===== src/sv/tfn_pkg.sv =====
// Shared types and constants of the triangle face normal unit.
`timescale 1ns / 1ps
package tfn_pkg;

  localparam int COORD_WIDTH_DEF  = 24;
  localparam int NORMAL_WIDTH_DEF = 16;

  // The command index carries a product pair, a component or a quotient bit
  // position; the bit position fits the five-bit index, so it never exceeds 31.
  localparam int CMD_IDX_W = 5;

  localparam int APB_DATA_W = 32;
  localparam int APB_ADDR_W = 3;

  localparam logic [APB_ADDR_W-1:0] ADDR_PRIMITIVE_MODE = 3'd0;

  localparam logic MODE_LIST = 1'b0;
  localparam logic MODE_FAN  = 1'b1;

  typedef enum logic [3:0] {
    OP_IDLE,
    OP_ANCHOR,
    OP_PREV,
    OP_CUR,
    OP_MUL,
    OP_ACC,
    OP_ABS,
    OP_SHIFT,
    OP_ZERO,
    OP_SQ,
    OP_SACC,
    OP_INIT,
    OP_ITER,
    OP_STORE
  } dp_op_t;

  typedef struct packed {
    dp_op_t               op;
    logic [CMD_IDX_W-1:0] idx;
    logic                 upd_prev;
  } dp_cmd_t;

  typedef struct packed {
    logic zero;
    logic big;
  } dp_stat_t;

endpackage


===== src/sv/tfn_ctrl.sv =====
// Controller of the triangle face normal unit: vertex tracking and sequencing.
`timescale 1ns / 1ps
module tfn_ctrl #(
  parameter int NORMAL_WIDTH = tfn_pkg::NORMAL_WIDTH_DEF
) (
  input  logic               clk,
  input  logic               rst_n,
  input  logic               in_valid,
  input  logic               in_mesh_start,
  input  logic               mode,
  input  logic               out_ready,
  input  tfn_pkg::dp_stat_t  stat,
  output logic               in_ready,
  output logic               out_valid,
  output logic               out_last,
  output tfn_pkg::dp_cmd_t   cmd
);

  localparam int FRAC = NORMAL_WIDTH - 2;

  typedef enum logic [3:0] {
    S_IDLE, S_MUL, S_ACC, S_ABS, S_SHIFT, S_SQ, S_SACC,
    S_NSQ, S_INIT, S_ITER, S_STORE, S_OUT
  } state_t;

  state_t                        state_r;
  logic [1:0]                    pos_r;
  logic [tfn_pkg::CMD_IDX_W-1:0] step_r;
  logic [1:0]                    comp_r;
  logic [1:0]                    eff_pos;
  logic                          accept;

  assign in_ready  = (state_r == S_IDLE);
  assign accept    = in_valid && in_ready;
  assign eff_pos   = in_mesh_start ? 2'd0 : pos_r;
  assign out_valid = (state_r == S_OUT);
  assign out_last  = out_valid && (step_r == 5'd2);

  always_comb begin
    cmd.op       = tfn_pkg::OP_IDLE;
    cmd.idx      = step_r;
    cmd.upd_prev = (mode == tfn_pkg::MODE_FAN);
    case (state_r)
      S_IDLE: begin
        if (accept) begin
          case (eff_pos)
            2'd0:    cmd.op = tfn_pkg::OP_ANCHOR;
            2'd1:    cmd.op = tfn_pkg::OP_PREV;
            default: cmd.op = tfn_pkg::OP_CUR;
          endcase
        end
      end
      S_MUL:   cmd.op = tfn_pkg::OP_MUL;
      S_ACC:   cmd.op = tfn_pkg::OP_ACC;
      S_ABS:   cmd.op = tfn_pkg::OP_ABS;
      S_SHIFT: begin
        if (stat.zero)     cmd.op = tfn_pkg::OP_ZERO;
        else if (stat.big) cmd.op = tfn_pkg::OP_SHIFT;
      end
      S_SQ:    cmd.op = tfn_pkg::OP_SQ;
      S_SACC:  cmd.op = tfn_pkg::OP_SACC;
      S_NSQ: begin
        cmd.op  = tfn_pkg::OP_SQ;
        cmd.idx = 5'(comp_r);
      end
      S_INIT:  cmd.op = tfn_pkg::OP_INIT;
      S_ITER:  cmd.op = tfn_pkg::OP_ITER;
      S_STORE: begin
        cmd.op  = tfn_pkg::OP_STORE;
        cmd.idx = 5'(comp_r);
      end
      default: cmd.op = tfn_pkg::OP_IDLE;
    endcase
  end

  always_ff @(posedge clk) begin
    if (!rst_n) begin
      state_r <= S_IDLE;
      pos_r   <= 2'd0;
      step_r  <= '0;
      comp_r  <= 2'd0;
    end else begin
      case (state_r)
        S_IDLE: begin
          if (accept) begin
            case (eff_pos)
              2'd0: pos_r <= 2'd1;
              2'd1: pos_r <= 2'd2;
              default: begin
                pos_r   <= (mode == tfn_pkg::MODE_FAN) ? 2'd2 : 2'd0;
                step_r  <= '0;
                state_r <= S_MUL;
              end
            endcase
          end
        end
        S_MUL: state_r <= S_ACC;
        S_ACC: begin
          if (step_r == 5'd5) begin
            state_r <= S_ABS;
          end else begin
            step_r  <= step_r + 5'd1;
            state_r <= S_MUL;
          end
        end
        S_ABS: state_r <= S_SHIFT;
        S_SHIFT: begin
          step_r <= '0;
          if (stat.zero)      state_r <= S_OUT;
          else if (!stat.big) state_r <= S_SQ;
        end
        S_SQ: state_r <= S_SACC;
        S_SACC: begin
          if (step_r == 5'd2) begin
            comp_r  <= 2'd0;
            state_r <= S_NSQ;
          end else begin
            step_r  <= step_r + 5'd1;
            state_r <= S_SQ;
          end
        end
        S_NSQ: state_r <= S_INIT;
        S_INIT: begin
          step_r  <= 5'(FRAC);
          state_r <= S_ITER;
        end
        S_ITER: begin
          if (step_r == '0) state_r <= S_STORE;
          else              step_r  <= step_r - 5'd1;
        end
        S_STORE: begin
          if (comp_r == 2'd2) begin
            step_r  <= '0;
            state_r <= S_OUT;
          end else begin
            comp_r  <= comp_r + 2'd1;
            state_r <= S_NSQ;
          end
        end
        S_OUT: begin
          if (out_ready) begin
            if (step_r == 5'd2) state_r <= S_IDLE;
            else                step_r  <= step_r + 5'd1;
          end
        end
        default: state_r <= S_IDLE;
      endcase
    end
  end

endmodule


===== config.mk =====
export PLATFORM = sky130hd
export DESIGN_NAME = tfn_ctrl
export DESIGN_NICKNAME = d
export VERILOG_FILES = /design/src/sv/tfn_pkg.sv /design/src/sv/tfn_ctrl.sv
export SDC_FILE = /design/constraint.sdc
export NUM_CORES = 1
export LEC_CHECK = 0
export BUFFER_PORTS_ARGS = -buffer_cell sky130_fd_sc_hd__clkbuf_2
export CAP_MARGIN = 20
export CORE_UTILIZATION = 40
export CTS_BUF_LIST = sky130_fd_sc_hd__clkbuf_4 sky130_fd_sc_hd__clkbuf_8 sky130_fd_sc_hd__clkbuf_16
export DETAILED_ROUTE_END_ITERATION = 10
export HOLD_SLACK_MARGIN = 0.15
export PLACE_DENSITY = 0.63
export SLEW_MARGIN = 20
export SYNTH_ARGS = -nofsm -noshare
export SYNTH_HDL_FRONTEND = slang
export SYNTH_SLANG_ARGS = --single-unit

===== constraint.sdc =====
create_clock -name clk -period 2.2 [get_ports clk]
set_input_delay 0 -clock clk [delete_from_list [all_inputs] [get_ports clk]]
set_output_delay 0 -clock clk [all_outputs]
set_load 0.01 [all_outputs]

### Word-level counts from Yosys, hierarchy flattened

Cells that the tools add are included.

* input bits: 8
* flip-flop bits (word level): 13
* output and inout port bits: 13
* word-level logic and storage cells: 78

* muxes and demuxes: 31
* equal/unequal tests: 26
* reductions and logical operators: 14
* add/sub/neg operators: 3

Operator list (number)
* $pmux W4 S12: 1
* $mux W5: 8
* $pmux W4 S10: 1
* $pmux W5 S8: 1
* $mux W4: 9
* $eq A4 B3 Y1 const B: 4
* $eq A4 B4 Y1 const B: 4
* $ne A2 B2 Y1 const B: 8
* $mux W2: 7
* $pmux W2 S2: 3
* $eq A4 B2 Y1 const B: 2
* $reduce_bool A8 Y1: 1
* $reduce_and A7 Y1: 1
* $reduce_and A6 Y1: 1
* $reduce_or A2 Y1: 3
* $add A5 B1 Y5 const B: 1
* $eq A5 B2 Y1 const B: 1
* $eq A5 B3 Y1 const B: 1
* $logic_not A5 Y1: 1
* $sub A5 B1 Y5 const B: 1
* $eq A4 B1 Y1 const B: 1
* $logic_not A4 Y1: 1
* $ne A2 B1 Y1 const B: 2
* $mux W3: 1
* 9 further kinds: 10

### Longest topological paths before layout

* depth after elaboration: 6
* depth in mapped cells: 12
* gate-level depth less buffers: 11

### Least setup slack after synthesis

Ideal clock, no wire load.

* path kind: flip-flop to flip-flop
* from: register state_r[2]
* to: register step_r[4] (netlist bit)
* clock period less this slack: 2418 ps
* setup time: 134 ps
* cell stages (with the launch flop): 12
* path buffers: 1
* data required time: 2066 ps
* arrival: 2284 ps
* setup slack: -218 ps
* cell sequence: dfxtp_1 buf_6 nor2b_1 nand2_2 inv_2 a21oi_2 xor2_1 ha_1 or4_4 o211a_1 o311ai_1 o41ai_2

* elaborated cells on any way between the ends: 18
* classes of those cells: eq/ne (13); mux (1); reduce/logical (4)

RTL lines
* start, declared: RTL line tfn_ctrl.sv:26 `state_t state_r;`
* start signal, assigned: RTL line tfn_ctrl.sv:78 `state_r <= S_IDLE;`
* start signal, assigned: RTL line tfn_ctrl.sv:92 `state_r <= S_MUL;`
* start signal, assigned: RTL line tfn_ctrl.sv:97 `S_MUL: state_r <= S_ACC;`
* $eq A4 B4 Y1 *
* net out_valid: RTL line tfn_ctrl.sv:14 `output logic out_valid,`
* $reduce_bool A8 Y1 (no line) or $ne A2 B2 Y1 (tied branches)
* $reduce_and A7 Y1 (no line)
* end signal, assigned: RTL line tfn_ctrl.sv:102 `step_r <= step_r + 5'd1;`
* end signal, assigned: RTL line tfn_ctrl.sv:118 `step_r <= step_r + 5'd1;`
* end signal, assigned: RTL line tfn_ctrl.sv:124 `step_r <= 5'(FRAC);`
* end, declared: RTL line tfn_ctrl.sv:28 `logic [tfn_pkg::CMD_IDX_W-1:0] step_r;`

The timed path passes the listed nets; every way through them passes the cells marked *.
A chain may end at the register's enable or synchronous reset.

### Worst setup path in the final report

* from: register state_r[3]
* to: register step_r[4] (netlist bit)

* word-level cells in the longest chain between the ends: 4
* elaborated cells on any way between the ends: 18
* classes of those cells: eq/ne (13); mux (1); reduce/logical (4)

RTL lines
* $logic_not A4 Y1: RTL line tfn_ctrl.sv:33, tfn_ctrl.sv:83
* $logic_and A1 B1 Y1: RTL line tfn_ctrl.sv:34 `assign accept = in_valid && in_ready;`
* $ne A2 B1 Y1 (no line)
* $reduce_and A7 Y1 (no line)

Several ways; a longest one is shown, not always the timed one.

==> impl_metrics.toml <==
[route]
firstDrtPassIters = 4
routed_wl_um = 3330
drt_iter0_markers = 36
wl_per_cell_um = 13.8
drc = 0
viasPerCell = 5.55
via_count = 1344
ant_nets = 0

[yosys]
ys_ff_latch = 13
synth_nets = 180
synth_area_leaders = "dfxtp_1, nand2_1, nor2b_1"
synth_common_cells = "nand2_1, dfxtp_1, nor2_1"
synth_edf_count = 0
synth_top_area_share_pct = 20.4
synthesis.instances = 170
syn_area_sq_um = 1280
synth-async-reset-ratio_pct = 0
synth_top_area_cell = "dfxtp_1"
synthFlopType = "dfxtp_1"
ys_warn_count = 0
synth.avg_cell_area_sq_um = 7.51
netlist-cell-type-count = 57
seq_area_frac_synth_pct = 20.4
synth.most_common_cell = "nand2_1"

[sta]
tns_ns = 0
rsz0062_at_grt = "true"
fmax_mhz = 462
post-route-period-util_pct = 98.4
hold_violations = 0
setup-violations-final = 0
min_period_ns = 2.17
clock_skew_ns = 0.00592
drv_slew = 0
worst_pin_slew_ns = 0.446
slew_headroom_pct = 69.5

[setup_path]
cp_max_fo = 3
slowest_stage = "or4_4"
arrival_ns = 2.33
r2r-start = "state_r[3]"
critPathKind = "reg -> reg"
r2r_setup_slack_ns = 0.03
r2r_cells = 10
cp-end-kind = "flop"
cp_slowest_stage_delay_ns = 0.42
start_kind = "flop"
crit_chain = "nor2b_4 > nand2_4 > inv_4 > a21oi_4 > xor2_1 > ha_2 > or4_4 > o211a_1 > o311ai_2 > o41ai_2"
required_ns = 2.36
r2r-end = "step_r[4]"

[placed_design]
port_buffers = 20
dp_hpwl_um = 2500
place.gp.congestion = 0.808

[cells_and_area]
multi_input_area_sq_um = 942
nets = 209
fillCellCount = 320
fin_util_pct = 51.0
diodes = 0
syn_to_final_growth_pct = 21.8
ff_latch_area_sq_um = 263
drive_gt1_share_pct = 31.8

[die]
dieArea_sq_um = 3420
start_util_pct = 41.8
io_pins = 21
dieWidth_um = 58.5
row_count = 20
core-area_sq_um = 3050
die_h_um = 58.5

[hold_path]
hold_class = "in -> reg"
min_path_cells = 3
hold_path_end = "pos_r[0]"
hold_start = "in_mesh_start"

[pwr]
total_power_w = 0.000454
vdd_ir_drop_max_mv = 0.148
power.density_nw_per_um2 = 292
power.leakage_nw = 0.689

[clock_network]
cts-root-buf = "clkbuf_4"
numClockSinks = 13
cts_max_path_buffers = 2
clk_pin_slew_ns = 0.09
cts_tree = "yes"
cts_max_level = 1
clk_latency_ns = 0.28
numCtsBuffers = 3

[global_route]
grt_usage_pct = 19.7
grt_pass1_vias = 1139
grt_max_degree = 21
overflow = 0
antenna_found_initial = 0
grt_first_pass_wirelength_um = 5220

[job]
max_cap_violations = 0

[run_status]
status = "finished clean"
==> layout make-up <==
type,count,area share [%]
multi-input cells,137,60.5
flip-flops and latches,13,16.9
repair buffers,39,15.8
well taps,44,3.54
clock buffers,4,1.93
inverters,5,1.37
==> cell families (layout without fill, tap and decap cells) <==
kind of cell	count (synthesis)	count (layout)	share of synthesized area [%]
AO/OA/AOI/OAI	48	48	26.9
XOR/XNOR	3	3	2.06
flip-flops	13	13	20.4
adder cells (fa/ha/maj)	2	2	1.96
buffers and inverters	20	48	9.21
AND/OR/NAND/NOR	79	79	35.0
multiplexers	5	5	4.50
==> layout by cell type, fill, tap and decap left out, types with 2 or more instances in the layout <==
cell / netlist / layout
and2_1: 6 / 6
xor2_1: 2 / 2
o211ai_1: 3 / 3
nand2_1: 19 / 19
a211o_1: 2 / 2
dfxtp_1: 13 / 11
o21ai_0: 10 / 10
nand2b_1: 4 / 4
o211a_1: 2 / 2
a32o_1: 2 / 2
buf_4: 5 / 18
mux2_2: 2 / 2
mux2i_1: 2 / 2
nor2_1: 11 / 11
dfxtp_2: 0 / 2
clkbuf_4: 0 / 4
or3_1: 2 / 2
a21oi_1: 7 / 7
nor3_1: 9 / 8
o22ai_1: 2 / 2
a31o_2: 2 / 2
nor2b_4: 0 / 2
clkbuf_2: 0 / 20
or4bb_1: 2 / 2
and3_1: 2 / 2
nand3_1: 3 / 3
inv_1: 4 / 4
o21ai_1: 2 / 2
a32oi_1: 2 / 2
nor2b_1: 8 / 6
o21a_1: 4 / 4
==> stage by stage <==
stage | setup slack, ns | cell area (sq um) | hold WS (ns) | std cells
global placement | 0.0756 | 1480 | 0.199 | 233
finish | 0.0347 | 1560 | 0.146 | 242
CTS | 0.00123 | 1520 | 0.158 | 238
detailed placement | 0.0139 | 1480 | 0.202 | 233
floorplan | -0.00551 | 1320 | 0.0918 | 170
global route | -0.0236 | 1560 | 0.192 | 242
==> sequential cells by signal, summed over array words and instances (netlist names) <==
name	count
comp_r	2
step_r	5
state_r	4
pos_r	2
==> power breakdown <==
group | total [W] | switching, W | internal, W
clock | 0.000171 | 0.0000882 | 0.0000826
sequential | 0.000240 | 0.00000186 | 0.000238
combinational | 0.0000436 | 0.0000240 | 0.0000196
==> metal layers <==
layer / GRT usage (%) / routed length [um] / vias to the layer above
met5: 0 / 0 / -
met4: 6.80 / 17 / 0
met3: 2.64 / 171 / 2
met2: 32.8 / 1660 / 43
met1: 26.1 / 1480 / 624
li1: - / - / 675
==> critical path, delay by kind of cell (launching register included) <==
family,cells,cell delay [ns]
adders and majority gates,1,0.20
DFF,1,0.35
xor gates and xnor gates,1,0.16
buffers and inverters,1,0.07
AOI/OAI and AO/OA,4,0.61
and+or+nand+nor,3,0.66
==> worst max path at each step <==
stage                     startpoint         to  slack, ns  depth (start not counted)
final                     state_r[3]  step_r[4]       0.03                         10
after detailed placement  state_r[1]  step_r[4]       0.01                         10
after global routing      state_r[3]  step_r[4]      -0.02                         10
after global placement    state_r[1]  step_r[4]       0.08                         10
after floorplan           state_r[0]  step_r[4]     -0.006                         11
after CTS                 state_r[3]  step_r[4]      0.001                         10
==> what timing repair did <==
item                                    CTS  global route
endpoints found under the setup margin    1             2
hold buffers                              1             0
gates resized for setup                   1             2
gates cloned                              0             0
hold endpoints to repair                  1             0
setup buffers                             0             4
Power figures use the tool's default switching activity.
